**src/design/q4_q8_block_dot_product_unit_defines.svh**
```systemverilog
// Assertion macros for the block dot product unit
`ifndef Q4_Q8_BLOCK_DOT_PRODUCT_UNIT_DEFINES_SVH
`define Q4_Q8_BLOCK_DOT_PRODUCT_UNIT_DEFINES_SVH

// same-cycle implication
`define QDP_ASSERT_NOW(lbl, ante, cons, msg) \
    lbl: assert property (@(posedge aclk) disable iff (!aresetn) (ante) |-> (cons)) \
        else $error(msg);

// next-cycle implication
`define QDP_ASSERT_NEXT(lbl, ante, cons, msg) \
    lbl: assert property (@(posedge aclk) disable iff (!aresetn) (ante) |=> (cons)) \
        else $error(msg);

`endif

```
**src/design/qdp_pkg.sv**
```systemverilog
`default_nettype none
package qdp_pkg;

    localparam int LANES    = 4;
    localparam int SUM_W    = 17;
    localparam int PART_W   = 13;
    localparam int MAN_W    = 50;
    localparam int EXP_W    = 11;
    localparam logic [31:0] QNAN   = 32'h7FC0_0000;
    localparam logic [31:0] FP_INF = 32'h7F80_0000;

    typedef enum logic [1:0] {
        FOP_CVT,
        FOP_MULH,
        FOP_ADD
    } fop_t;

    typedef struct packed {
        logic        start;
        fop_t        op;
        logic [31:0] a;
        logic [31:0] b;
    } fpu_req_t;

    typedef struct packed {
        logic        done;
        logic [31:0] res;
    } fpu_rsp_t;

    typedef enum logic [3:0] {
        ST_IDLE,
        ST_CVT,
        ST_CVT_W,
        ST_MULW,
        ST_MULW_W,
        ST_MULA,
        ST_MULA_W,
        ST_ADD,
        ST_ADD_W,
        ST_EMIT
    } qdp_state_t;

endpackage
`default_nettype wire

```
**src/design/qdp_lane.sv**
```systemverilog
`default_nettype none
module qdp_lane (
    input  wire logic [7:0]                        wbyte,
    input  wire logic [7:0]                        act_lo,
    input  wire logic [7:0]                        act_hi,
    output logic signed [qdp_pkg::PART_W-1:0]      part
);
    logic signed [3:0]  w_lo;
    logic signed [3:0]  w_hi;
    logic signed [11:0] p_lo;
    logic signed [11:0] p_hi;

    // nibble minus eight is the nibble with its top bit flipped
    assign w_lo = {~wbyte[3], wbyte[2:0]};
    assign w_hi = {~wbyte[7], wbyte[6:4]};
    assign p_lo = w_lo * $signed(act_lo);
    assign p_hi = w_hi * $signed(act_hi);
    assign part = qdp_pkg::PART_W'(p_lo) + qdp_pkg::PART_W'(p_hi);
endmodule
`default_nettype wire

```
**src/design/qdp_merge.sv**
```systemverilog
`default_nettype none
module qdp_merge (
    input  wire logic                                  aclk,
    input  wire logic                                  aresetn,
    input  wire logic signed [qdp_pkg::PART_W-1:0]     parts [qdp_pkg::LANES],
    input  wire logic                                  add_en,
    input  wire logic                                  clr,
    output logic [qdp_pkg::SUM_W-1:0]                  blk_sum
);
    logic signed [14:0]               item_sum;
    logic [qdp_pkg::SUM_W-1:0]        sum_reg;
    logic [qdp_pkg::SUM_W-1:0]        sum_next;

    assign item_sum = 15'(parts[0]) + 15'(parts[1]) + 15'(parts[2]) + 15'(parts[3]);

    always_comb begin
        sum_next = sum_reg;
        if (clr) begin
            sum_next = '0;
        end else if (add_en) begin
            sum_next = sum_reg + qdp_pkg::SUM_W'(item_sum);
        end
    end

    always_ff @(posedge aclk) begin
        if (!aresetn) begin
            sum_reg <= '0;
        end else begin
            sum_reg <= sum_next;
        end
    end

    assign blk_sum = sum_reg;
endmodule
`default_nettype wire

```
**src/design/qdp_fpu.sv**
```systemverilog
`default_nettype none
module qdp_fpu (
    input  wire logic              aclk,
    input  wire logic              aresetn,
    input  wire qdp_pkg::fpu_req_t req,
    output qdp_pkg::fpu_rsp_t      rsp
);
    localparam int MW = qdp_pkg::MAN_W;
    localparam int EW = qdp_pkg::EXP_W;

    logic              sa, sb, sh;
    logic [7:0]        ea8, eb8;
    logic [4:0]        eh5;
    logic [8:0]        ea, eb, eh;
    logic [23:0]       ma, mb, mh;
    logic              a_nan, a_inf, a_zero, b_nan, b_inf, h_nan, h_inf, h_zero;
    logic [47:0]       prod;
    logic [16:0]       ival, imag;
    logic              a_big;
    logic [8:0]        el, es;
    logic [23:0]       ml, ms;
    logic [8:0]        dsh;
    logic [MW-1:0]     ms_full, ms_shift, ms_al, add_man;

    logic              init_sign, init_spec;
    logic signed [EW-1:0] init_exp;
    logic [MW-1:0]     init_man;
    logic [31:0]       init_bits;

    logic              busy_reg, busy_next;
    logic              spec_reg, spec_next;
    logic              sign_reg, sign_next;
    logic signed [EW-1:0] exp_reg, exp_next;
    logic [MW-1:0]     man_reg, man_next;
    logic [31:0]       bits_reg, bits_next;

    logic              over, can_left, under, step, fin;
    logic              rnd;
    logic [24:0]       m25;
    logic [EW-1:0]     em1;
    logic [33:0]       total;

    always_comb begin
        sa  = req.a[31];
        ea8 = req.a[30:23];
        sb  = req.b[31];
        eb8 = req.b[30:23];
        sh  = req.b[15];
        eh5 = req.b[14:10];
        ea  = (ea8 == 8'd0) ? 9'd1 : {1'b0, ea8};
        eb  = (eb8 == 8'd0) ? 9'd1 : {1'b0, eb8};
        eh  = (eh5 == 5'd0) ? 9'd113 : 9'(eh5) + 9'd112;
        ma  = {ea8 != 8'd0, req.a[22:0]};
        mb  = {eb8 != 8'd0, req.b[22:0]};
        mh  = {eh5 != 5'd0, req.b[9:0], 13'd0};
        a_nan  = (ea8 == 8'hFF) && (req.a[22:0] != '0);
        a_inf  = (ea8 == 8'hFF) && (req.a[22:0] == '0);
        a_zero = (ea8 == 8'd0) && (req.a[22:0] == '0);
        b_nan  = (eb8 == 8'hFF) && (req.b[22:0] != '0);
        b_inf  = (eb8 == 8'hFF) && (req.b[22:0] == '0);
        h_nan  = (eh5 == 5'h1F) && (req.b[9:0] != '0);
        h_inf  = (eh5 == 5'h1F) && (req.b[9:0] == '0);
        h_zero = (eh5 == 5'd0) && (req.b[9:0] == '0);
        prod = 48'(ma) * 48'(mh);

        ival = req.a[16:0];
        imag = ival[16] ? 17'(-ival) : ival;

        a_big    = {ea, ma} >= {eb, mb};
        el       = a_big ? ea : eb;
        es       = a_big ? eb : ea;
        ml       = a_big ? ma : mb;
        ms       = a_big ? mb : ma;
        dsh      = el - es;
        ms_full  = {2'b00, ms, 24'd0};
        ms_shift = ms_full >> dsh;
        ms_al    = ms_shift | MW'(ms_full != (ms_shift << dsh));
        add_man  = (sa == sb) ? ({2'b00, ml, 24'd0} + ms_al) : ({2'b00, ml, 24'd0} - ms_al);

        init_sign = 1'b0;
        init_spec = 1'b0;
        init_exp  = '0;
        init_man  = '0;
        init_bits = '0;
        unique case (req.op)
            qdp_pkg::FOP_CVT: begin
                init_sign = ival[16];
                init_exp  = EW'(174);
                init_man  = MW'(imag);
            end
            qdp_pkg::FOP_MULH: begin
                init_sign = sa ^ sh;
                init_exp  = EW'(ea) + EW'(eh) - EW'(127);
                init_man  = {1'b0, prod, 1'b0};
                if (a_nan || h_nan || (a_inf && h_zero) || (h_inf && a_zero)) begin
                    init_spec = 1'b1;
                    init_bits = qdp_pkg::QNAN;
                end else if (a_inf || h_inf) begin
                    init_spec = 1'b1;
                    init_bits = {sa ^ sh, 31'd0} | qdp_pkg::FP_INF;
                end else if (a_zero || h_zero) begin
                    init_spec = 1'b1;
                    init_bits = {sa ^ sh, 31'd0};
                end
            end
            qdp_pkg::FOP_ADD: begin
                init_sign = (add_man == '0) ? (sa & sb) : (a_big ? sa : sb);
                init_exp  = EW'(el);
                init_man  = add_man;
                if (a_nan || b_nan || (a_inf && b_inf && (sa != sb))) begin
                    init_spec = 1'b1;
                    init_bits = qdp_pkg::QNAN;
                end else if (a_inf) begin
                    init_spec = 1'b1;
                    init_bits = req.a;
                end else if (b_inf) begin
                    init_spec = 1'b1;
                    init_bits = req.b;
                end
            end
            default: begin
                init_spec = 1'b1;
                init_bits = qdp_pkg::QNAN;
            end
        endcase
    end

    always_comb begin
        over     = |man_reg[MW-1:MW-2];
        can_left = (man_reg != '0) && !man_reg[47] && (exp_reg > EW'(1));
        under    = (man_reg != '0) && (exp_reg < EW'(1));
        step     = !spec_reg && (over || can_left || under);
        fin      = busy_reg && !step;

        rnd   = man_reg[23] & ((|man_reg[22:0]) | man_reg[24]);
        m25   = 25'(man_reg[47:24]) + 25'(rnd);
        em1   = EW'(exp_reg - EW'(1));
        total = {em1, 23'd0} + 34'(m25);

        rsp.done = fin;
        if (spec_reg) begin
            rsp.res = bits_reg;
        end else if (man_reg == '0) begin
            rsp.res = {sign_reg, 31'd0};
        end else if (total[33:23] >= 11'd255) begin
            rsp.res = {sign_reg, 31'd0} | qdp_pkg::FP_INF;
        end else begin
            rsp.res = {sign_reg, total[30:0]};
        end

        busy_next = busy_reg;
        spec_next = spec_reg;
        sign_next = sign_reg;
        exp_next  = exp_reg;
        man_next  = man_reg;
        bits_next = bits_reg;
        if (req.start) begin
            busy_next = 1'b1;
            spec_next = init_spec;
            sign_next = init_sign;
            exp_next  = init_exp;
            man_next  = init_man;
            bits_next = init_bits;
        end else if (fin) begin
            busy_next = 1'b0;
        end else if (busy_reg) begin
            priority if (over || under) begin
                man_next = {1'b0, man_reg[MW-1:2], man_reg[1] | man_reg[0]};
                exp_next = exp_reg + EW'(1);
            end else begin
                man_next = {man_reg[MW-2:0], 1'b0};
                exp_next = exp_reg - EW'(1);
            end
        end
    end

    always_ff @(posedge aclk) begin
        if (!aresetn) begin
            busy_reg <= 1'b0;
        end else begin
            busy_reg <= busy_next;
        end
        spec_reg <= spec_next;
        sign_reg <= sign_next;
        exp_reg  <= exp_next;
        man_reg  <= man_next;
        bits_reg <= bits_next;
    end
endmodule
`default_nettype wire

```
**src/design/q4_q8_block_dot_product_unit.sv**
```systemverilog
// Quantised 4-bit by 8-bit block dot product. Each input beat carries four weight bytes and
// eight int8 activations; four lanes form the eight products and a merge stage adds them into
// a 17-bit block sum, so beats that do not close a block are taken one per cycle. A beat that
// closes a block (tuser or tlast) starts a sequence on one shared fp32 unit: convert the block
// sum, multiply by the weight scale, multiply by the activation scale, add to the row sum. Each
// of those four steps is a start state and a wait state in which the unit normalises by shifts,
// and a closing beat holds the input until all four are through; the conversion needs no shifts
// for a zero block sum. On tlast the row sum passes through ST_EMIT to the output register,
// once any unread result there has been taken, which lets the next row start while it waits.
`default_nettype none
`include "q4_q8_block_dot_product_unit_defines.svh"
module q4_q8_block_dot_product_unit (
    input  wire logic         aclk,
    input  wire logic         aresetn,
    input  wire logic         s_tvalid,
    output logic              s_tready,
    input  wire logic [127:0] s_tdata,  // weight_bytes, act_low, act_high, weight_scale, act_scale
    input  wire logic         s_tuser,  // block_end
    input  wire logic         s_tlast,  // row_end
    output logic              m_tvalid,
    input  wire logic         m_tready,
    output logic [31:0]       m_tdata   // dot_value
);
    qdp_pkg::qdp_state_t state_reg, state_next;
    logic signed [qdp_pkg::PART_W-1:0] parts [qdp_pkg::LANES];
    logic [qdp_pkg::SUM_W-1:0] blk_sum;
    logic add_en, clr, accept, close;
    qdp_pkg::fpu_req_t fpu_req;
    qdp_pkg::fpu_rsp_t fpu_rsp;
    logic [15:0] ws_reg, ws_next, as_reg, as_next;
    logic        rend_reg, rend_next;
    logic [31:0] t_reg, t_next, row_reg, row_next;
    logic        m_tvalid_reg, m_tvalid_next;
    logic [31:0] m_tdata_reg, m_tdata_next;
    logic [31:0] row_canon;
    logic        fpu_wait;

    for (genvar i = 0; i < qdp_pkg::LANES; i++) begin : g_lane
        qdp_lane u_lane (
            .wbyte  (s_tdata[8*i +: 8]),
            .act_lo (s_tdata[32 + 8*i +: 8]),
            .act_hi (s_tdata[64 + 8*i +: 8]),
            .part   (parts[i])
        );
    end

    qdp_merge u_merge (
        .aclk    (aclk),
        .aresetn (aresetn),
        .parts   (parts),
        .add_en  (add_en),
        .clr     (clr),
        .blk_sum (blk_sum)
    );

    qdp_fpu u_fpu (
        .aclk    (aclk),
        .aresetn (aresetn),
        .req     (fpu_req),
        .rsp     (fpu_rsp)
    );

    assign accept = s_tvalid && s_tready;
    assign close  = s_tuser || s_tlast;
    assign row_canon = ((row_reg[30:23] == 8'hFF) && (row_reg[22:0] != '0)) ?
                       qdp_pkg::QNAN : row_reg;
    assign fpu_wait = (state_reg == qdp_pkg::ST_CVT_W) || (state_reg == qdp_pkg::ST_MULW_W) ||
                      (state_reg == qdp_pkg::ST_MULA_W) || (state_reg == qdp_pkg::ST_ADD_W);

    always_comb begin
        state_next    = state_reg;
        s_tready      = 1'b0;
        add_en        = 1'b0;
        clr           = 1'b0;
        fpu_req.start = 1'b0;
        fpu_req.op    = qdp_pkg::FOP_CVT;
        fpu_req.a     = {15'd0, blk_sum};
        fpu_req.b     = '0;
        ws_next       = ws_reg;
        as_next       = as_reg;
        rend_next     = rend_reg;
        t_next        = t_reg;
        row_next      = row_reg;
        m_tvalid_next = m_tvalid_reg && !m_tready;
        m_tdata_next  = m_tdata_reg;
        unique case (state_reg)
            qdp_pkg::ST_IDLE: begin
                s_tready = 1'b1;
                if (accept) begin
                    add_en = 1'b1;
                    if (close) begin
                        ws_next    = s_tdata[111:96];
                        as_next    = s_tdata[127:112];
                        rend_next  = s_tlast;
                        state_next = qdp_pkg::ST_CVT;
                    end
                end
            end
            qdp_pkg::ST_CVT: begin
                fpu_req.start = 1'b1;
                clr           = 1'b1;
                state_next    = qdp_pkg::ST_CVT_W;
            end
            qdp_pkg::ST_CVT_W: begin
                if (fpu_rsp.done) begin
                    t_next     = fpu_rsp.res;
                    state_next = qdp_pkg::ST_MULW;
                end
            end
            qdp_pkg::ST_MULW: begin
                fpu_req.start = 1'b1;
                fpu_req.op    = qdp_pkg::FOP_MULH;
                fpu_req.a     = t_reg;
                fpu_req.b     = {16'd0, ws_reg};
                state_next    = qdp_pkg::ST_MULW_W;
            end
            qdp_pkg::ST_MULW_W: begin
                if (fpu_rsp.done) begin
                    t_next     = fpu_rsp.res;
                    state_next = qdp_pkg::ST_MULA;
                end
            end
            qdp_pkg::ST_MULA: begin
                fpu_req.start = 1'b1;
                fpu_req.op    = qdp_pkg::FOP_MULH;
                fpu_req.a     = t_reg;
                fpu_req.b     = {16'd0, as_reg};
                state_next    = qdp_pkg::ST_MULA_W;
            end
            qdp_pkg::ST_MULA_W: begin
                if (fpu_rsp.done) begin
                    t_next     = fpu_rsp.res;
                    state_next = qdp_pkg::ST_ADD;
                end
            end
            qdp_pkg::ST_ADD: begin
                fpu_req.start = 1'b1;
                fpu_req.op    = qdp_pkg::FOP_ADD;
                fpu_req.a     = row_reg;
                fpu_req.b     = t_reg;
                state_next    = qdp_pkg::ST_ADD_W;
            end
            qdp_pkg::ST_ADD_W: begin
                if (fpu_rsp.done) begin
                    row_next   = fpu_rsp.res;
                    state_next = rend_reg ? qdp_pkg::ST_EMIT : qdp_pkg::ST_IDLE;
                end
            end
            qdp_pkg::ST_EMIT: begin
                if (!m_tvalid_reg || m_tready) begin
                    m_tvalid_next = 1'b1;
                    m_tdata_next  = row_canon;
                    row_next      = '0;
                    state_next    = qdp_pkg::ST_IDLE;
                end
            end
            default: begin
                state_next = qdp_pkg::ST_IDLE;
            end
        endcase
    end

    always_ff @(posedge aclk) begin
        if (!aresetn) begin
            state_reg    <= qdp_pkg::ST_IDLE;
            row_reg      <= '0;
            m_tvalid_reg <= 1'b0;
        end else begin
            state_reg    <= state_next;
            row_reg      <= row_next;
            m_tvalid_reg <= m_tvalid_next;
        end
        ws_reg      <= ws_next;
        as_reg      <= as_next;
        rend_reg    <= rend_next;
        t_reg       <= t_next;
        m_tdata_reg <= m_tdata_next;
    end

    assign m_tvalid = m_tvalid_reg;
    assign m_tdata  = m_tdata_reg;

    `QDP_ASSERT_NEXT(a_close_starts_cvt, accept && close, state_reg == qdp_pkg::ST_CVT, "no cvt")
    `QDP_ASSERT_NEXT(a_cvt_clears_sum, state_reg == qdp_pkg::ST_CVT, blk_sum == '0, "sum kept")
    `QDP_ASSERT_NOW(a_done_when_waiting, fpu_rsp.done, fpu_wait, "fp unit done outside wait")
endmodule
`default_nettype wire
```
**config.mk**
```make
export PLATFORM = sky130hd
export DESIGN_NAME = q4_q8_block_dot_product_unit
export DESIGN_NICKNAME = d
export VERILOG_FILES = /design/src/design/qdp_pkg.sv /design/src/design/qdp_lane.sv /design/src/design/qdp_merge.sv /design/src/design/qdp_fpu.sv /design/src/design/q4_q8_block_dot_product_unit.sv
export VERILOG_INCLUDE_DIRS = /design/src /design/src/design
export SDC_FILE = /design/constraint.sdc
export NUM_CORES = 2
export LEC_CHECK = 0
export BUFFER_PORTS_ARGS = -buffer_cell sky130_fd_sc_hd__buf_2
export CAP_MARGIN = 0
export CORE_MARGIN = 2
export CORE_UTILIZATION = 50
export CTS_CLUSTER_DIAMETER = 120
export DETAILED_ROUTE_END_ITERATION = 7
export GPL_ROUTABILITY_DRIVEN = 1
export GPL_TIMING_DRIVEN = 0
export PLACE_DENSITY = 0.67
export SLEW_MARGIN = 30
export SYNTH_ARGS = -nofsm -noshare
export SYNTH_HDL_FRONTEND = slang
export SYNTH_SLANG_ARGS = --single-unit
```
**constraint.sdc**
```tcl
create_clock -name aclk -period 21.2 [get_ports aclk]
set_input_delay 1.06 -clock aclk [delete_from_list [all_inputs] [get_ports aclk]]
set_output_delay 1.06 -clock aclk [all_outputs]
set_load 0.005 [all_outputs]
```
---- Word level (Yosys, flattened, before mapping) ----
Cells that the tools add are included.
storage, ports and cells
  register bits ........................... 247
  bits in latches ......................... 0
  memory bits (writable) .................. 0
  memory bits (read-only) ................. 0
  input port bits ......................... 134
  output and inout bits ................... 34
  memories ................................ 0
operators by class
  add/sub/neg operators ................... 19
  $mul .................................... 9
  divide/modulo/power cells ............... 0
  $lt $le $gt $ge ......................... 4
  eq/ne operators ......................... 26
  shift operators ......................... 2
  muxes and demuxes ....................... 61
  bitwise logic cells ..................... 15
  reductions and logical operators ........ 69
operators by type and width
  operator                                        number
  32-bit two-way mux                              9
  50-bit two-way mux                              5
  66-bit one-hot mux with 3 select lines          1
  50-bit one-hot mux with 3 select lines          1
  50-bit logical NOT                              2
  4-bit by 8-bit multiplier with 12-bit output    8
  32-bit one-hot mux with 3 select lines          1
  23-bit nonzero test                             3
  32-bit one-hot mux with 2 select lines          1
  31-bit two-way mux                              2
  12-bit by 12-bit adder with 13-bit output       4
  48-bit by 50-bit adder with 50-bit output       1
  48-bit by 50-bit != test with 1-bit output      1
  50-bit by 1-bit OR with 50-bit output           1
  50-bit nonzero test                             1
  50-bit by 9-bit << shifter with 50-bit output   1
  48-bit by 9-bit >> shifter with 50-bit output   1
  48-bit by 50-bit subtractor with 50-bit output  1
  24-bit two-way mux                              2
  23-bit logical NOT                              2
  11-bit two-way mux                              4
  4-bit one-hot mux with 10 select lines          1
  24-bit by 11-bit multiplier with 35-bit output  1
  34-bit by 25-bit adder with 34-bit output       1
  58 further kinds                                150

---- Depth between registers and ports, before layout ----
  depth after elaboration ................. 16
  mapped depth ............................ 65
  gate-level depth less buffers ........... 53

---- Modules after synthesis ----
A second synthesis with hierarchy kept.
second synthesis, totals
  cell total of the unflattened synthesis .. 5834
  area total of the unflattened synthesis .. 47524.3 um2
modules (own cells, without submodules)
  module                        instances  cells each  area an instance (um2)
  qdp_fpu                       1          3925        28929.0
  qdp_lane                      4          290         2556.2
  q4_q8_block_dot_product_unit  1          394         5525.3
  qdp_merge                     1          355         2845.2

---- Worst setup path after synthesis ----
OpenSTA, ideal clock, no wires.
  kind .................................... reg-to-reg
  start point ............................. register state_reg[2]
  end point ............................... register u_fpu.sign_reg, data pin
  library setup time ...................... 0.271 ns
  arrival time ............................ 14.501 ns
  data required time ...................... 20.929 ns
  slack ................................... 6.428 ns
  stages on the path, launching flop included .. 57
  clock period less this slack ............ 14.772 ns
  cell sequence ........................... dfxtp_1 -> buf_2 -> and4b_4 -> buf_6 -> a32oi_4 -> inv_2 -> or4_1 -> buf_2 -> nor3_1 -> clkinv_1 -> ha_1 -> and4_1 -> a2111oi_1 -> o21bai_1 -> nor3_2 -> buf_2 -> buf_2 -> buf_2 -> [21 not listed] -> nand2_2 -> inv_1 -> ha_1 -> nand4_1 -> or2_2 -> or3b_1 -> o31ai_1 -> o221ai_1 -> xor2_1 -> nor3_1 -> o2111ai_1 -> or4_1 -> a2111oi_2 -> nand4_1 -> or4_1 -> nor4_2 -> mux2i_1 -> o221ai_2
on the way
  longest elaborated chain between the ends .. 16
RTL lines
  what                                                                                                                line                                 text
  start: declaration                                                                                                  q4_q8_block_dot_product_unit.sv:24   qdp_pkg::qdp_state_t state_reg, state_next;
  start signal: assignment                                                                                            q4_q8_block_dot_product_unit.sv:165  state_reg <= qdp_pkg::ST_IDLE;
  start signal: assignment                                                                                            q4_q8_block_dot_product_unit.sv:169  state_reg <= state_next;
  4-bit by 3-bit == test with 1-bit output / 4-bit by 2-bit == test with 1-bit output (equally long branches)         q4_q8_block_dot_product_unit.sv:86   unique case (state_reg)
  66-bit one-hot mux with 3 select lines (*)                                                                          q4_q8_block_dot_product_unit.sv:86
  8-bit logical NOT (on tied branches)                                                                                qdp_fpu.sv:50, qdp_fpu.sv:51
  8-bit two-way mux (on tied branches)                                                                                qdp_fpu.sv:50, qdp_fpu.sv:51
  33-bit >= comparator                                                                                                qdp_fpu.sv:69                        a_big = {ea, ma} >= {eb, mb};
  9-bit two-way mux (on tied branches)                                                                                qdp_fpu.sv:70, qdp_fpu.sv:71
  9-bit subtractor                                                                                                    qdp_fpu.sv:74                        dsh = el - es;
  48-bit by 9-bit >> shifter with 50-bit output                                                                       qdp_fpu.sv:76                        ms_shift = ms_full >> dsh;
  50-bit by 9-bit << shifter with 50-bit output                                                                       qdp_fpu.sv:77                        ms_al = ms_shift | MW'(ms_full != (ms_shift << dsh));
  48-bit by 50-bit != test with 1-bit output                                                                          qdp_fpu.sv:77
  50-bit by 1-bit OR with 50-bit output                                                                               qdp_fpu.sv:77
  48-bit by 50-bit subtractor with 50-bit output / 48-bit by 50-bit adder with 50-bit output (equally long branches)  qdp_fpu.sv:78                        add_man = (sa == sb) ? ({2'b00, ml, 24'd0} + ms_al) : ({2'b00, ml, 24'd0} - ms_al);
  50-bit two-way mux                                                                                                  qdp_fpu.sv:78
  50-bit logical NOT                                                                                                  qdp_fpu.sv:107                       init_sign = (add_man == '0) ? (sa & sb) : (a_big ? sa : sb);
  1-bit two-way mux                                                                                                   qdp_fpu.sv:107
  1-bit one-hot mux with 3 select lines (*)                                                                           qdp_fpu.sv:85                        unique case (req.op)
  named net u_fpu.init_sign                                                                                           qdp_fpu.sv:25                        logic init_sign, init_spec;
  end signal: assignment                                                                                              qdp_fpu.sv:184                       sign_reg <= sign_next;
  end: declaration                                                                                                    qdp_fpu.sv:32                        logic sign_reg, sign_next;
Mark *: on every way through the listed nets, which the timed path passes. The rest lies on a longest branch.
A chain may end at the register's enable or synchronous reset.

---- Final worst setup path ----
  start point ............................. register state_reg[1]
  end point ............................... register u_fpu.sign_reg, data pin
The elaborated chain is that of the path after synthesis.

==> results.tsv <==
metric	value	unit
drt wl/cell	33.6	um
Vias	49800	
Yosys warning total	0	
area grow syn2layout	8.96	%
Seq/Total Area, Yosys	0.148	
Die X	308	um
CP Capture Type	register	
period utilization	1.02	
Critical Path AT	21.76	ns
post-synthesis compound-gate area fraction	0.196	
Residual DRC	23	
global-route wire length before repair	341000	um
data required time at the worst endpoint	21.44	ns
core box area	91800	sq um
Post-Syn Area	46300	sq um
minimum clock period	21.53	ns
IO Count	168	
Yosys reg bits	247	
violated checks	DRC, setup timing	
Setup Slack @ Placement	-2.14	ns
footprint of the multi-input gates	36100	sq um
gr usage total	0.498	
CTS Sinks	247	
Netlist cell types	127	
vias in the first global route	48900	
Rel. slew slack	0.174	
Initial Utilization	0.505	
Filler Cells Inserted	8309	
Slew Limit Fails	0	
htree depth	1	
Top Layer Used	met5	
Clk pin slew, worst setup/hold paths	0.07	ns
Via-to-Cell Ratio	6.99	
simple-gate area share of the yosys netlist	0.194	
Iteration-0 DRC Markers	8241	
clock skew	0.0418	ns
max_cap viols	0	
Critical Path Start Type	register	
final setup fails	1	
Port Buffers	156	
CTS tree	built	
Hold Crit Class	register to register	
RSZ-0062 raised after global routing	no	
slowest CP cell	or4_1	
Overflow after GRT	0	
fin nets	6767	
Routed Antenna Nets	0	
FFs w/ async S/R, synth	0	
Mapped Avg Cell Area	8.25	sq um
Post-synth EDFFs	192	
worst slew pin tran	1.23	ns
Worst path max stage delay	0.76	ns
Final Hold Fails	0	
initial antenna violation count	24	
cells after synthesis	5618	
clock buffer count from CTS	25	
met1 wire length	86000	um
Register Area	6870	sq um
commonest non-fill, non-tap cells in the layout	747 x nand2_1, 637 x inv_1, 513 x fa_1	
HPWL reported at the end of detailed placement	195000	um
# rows	111	
Critical Path Fanout Max	10	
Most Frequent Cell on Critical Path	buf_2	
largest family of logic cells by synthesized area	adder cells	
GPL Wtd Cong	1.12	
mux contribution to synthesized area	0.0491	
XOR/XNOR Fraction of Synth Area	0.0370	
met3 wire len	36600	um
synthesized-area fraction occupied by adder cells	0.293	
setup ws final	-0.326	ns
die height	308	um
status	complete, but fails checks	
commonest non-fill, non-tap cell in the layout	nand2_1	
Clock Latency Late Sink	0.60	ns
clock root buffer	clkbuf_16	
DR pass1 iterations	8	
Min Hold Slack	0.522	ns
CP Class	register to register	
Post-synth top flop	edfxtp_1	
Largest register FFs	50	
fmax	0.0465	GHz
WL met2	97700	um
Hold-fix buffers, CTS	0	
Routed WL	239000	um
share of layout cells above drive strength 1	0.107	
largest net degree at the start of global routing	44	
CTS Buffer Depth	3	
die area	95100	sq um
==> routing by layer <==
metal | vias to the layer above | global-route usage
met5 | - | 0.0212
met4 | 20 | 0.298
met3 | 1134 | 0.203
met2 | 4241 | 0.717
met1 | 24400 | 0.622
li1 | 20000 | -
==> cell families after synthesis <==
logic type,count (synthesis)
and+or+nand+nor,1917
other,1
DFF,247
muxes,195
xor gates and xnor gates,195
adders and majority gates,776
buffers and inverters,990
AOI/OAI and AO/OA,1297
==> critical path, delay by kind of cell (launching register included) <==
family	cells	cell delay, ns
flops	1	0.31
buf+inv	16	5.31
simple gates	19	6.84
fa+ha+maj	3	1.08
mux	3	1.17
xor+xnor	1	0.40
compound gates	16	5.99
==> cells in the mapped netlist, types with 19 or more instances <==
cell	n	area [sq um]
and2_1	149	932
o221ai_1	35	307
clkbuf_1	233	875
ha_1	262	3280
and3_1	38	238
edfxtp_1	192	5770
o21ai_0	222	1110
nand4_1	60	375
a22oi_1	22	165
nand2_1	751	2820
dfxtp_1	55	1100
nand3_1	124	621
o22ai_1	54	338
o211ai_1	45	338
a32oi_1	21	184
inv_1	639	2400
nor3_1	109	546
xor2_1	45	394
nor2_1	415	1560
xnor2_1	149	1310
o21bai_1	56	420
o31ai_1	35	263
o21a_1	19	143
or3_1	29	181
a21oi_1	273	1370
a21boi_0	38	285
buf_2	57	285
nor4_1	71	444
or2_2	56	350
fa_1	513	10300
a211oi_1	49	368
mux2_2	54	608
a221oi_1	21	184
a21o_1	49	368
buf_1	40	150
a31oi_1	73	457
mux2i_1	118	1180
==> area by class of cell <==
type	count	share of cell area
antenna	14	0.000694
buffer	337	0.0290
clock buffer	29	0.0135
clock inverter	17	0.00297
inverter	650	0.0486
multi-input combinational	4400	0.716
sequential	247	0.136
tap	1243	0.0308
timing repair buffer	197	0.0228
==> what timing repair did <==
item | in CTS | in global routing
endpoints found under the setup margin | 7 | 2
gates resized for setup | 22 | 36
gates cloned | 0 | 0
pin swaps | 0 | 1
buffers inserted | 0 | 3
==> stage by stage <==
step	setup TNS, ns	utilization	instances	area (sq um)
floorplan	0	-	5637	46400
global placement	-22.35	0.531	7036	48700
detailed placement	-5.79	0.538	7071	49400
CTS	0	0.548	7116	50300
global route	0	0.550	7124	50500
finish	-0.326	0.550	7134	50500
==> path summary, 6_finish.rpt <==
kind               endpoint  cells after the start  slack (ns)         start
min reg2reg      row_reg[5]                      2        0.52    row_reg[5]
min              row_reg[5]                      2        0.52    row_reg[5]
max reg2reg  u_fpu.sign_reg                     58       -0.33  state_reg[1]
max          u_fpu.sign_reg                     58       -0.33  state_reg[1]
Power is not shown: default switching activity piles up to over one toggle a cycle in this logic, so the estimate is an artifact.
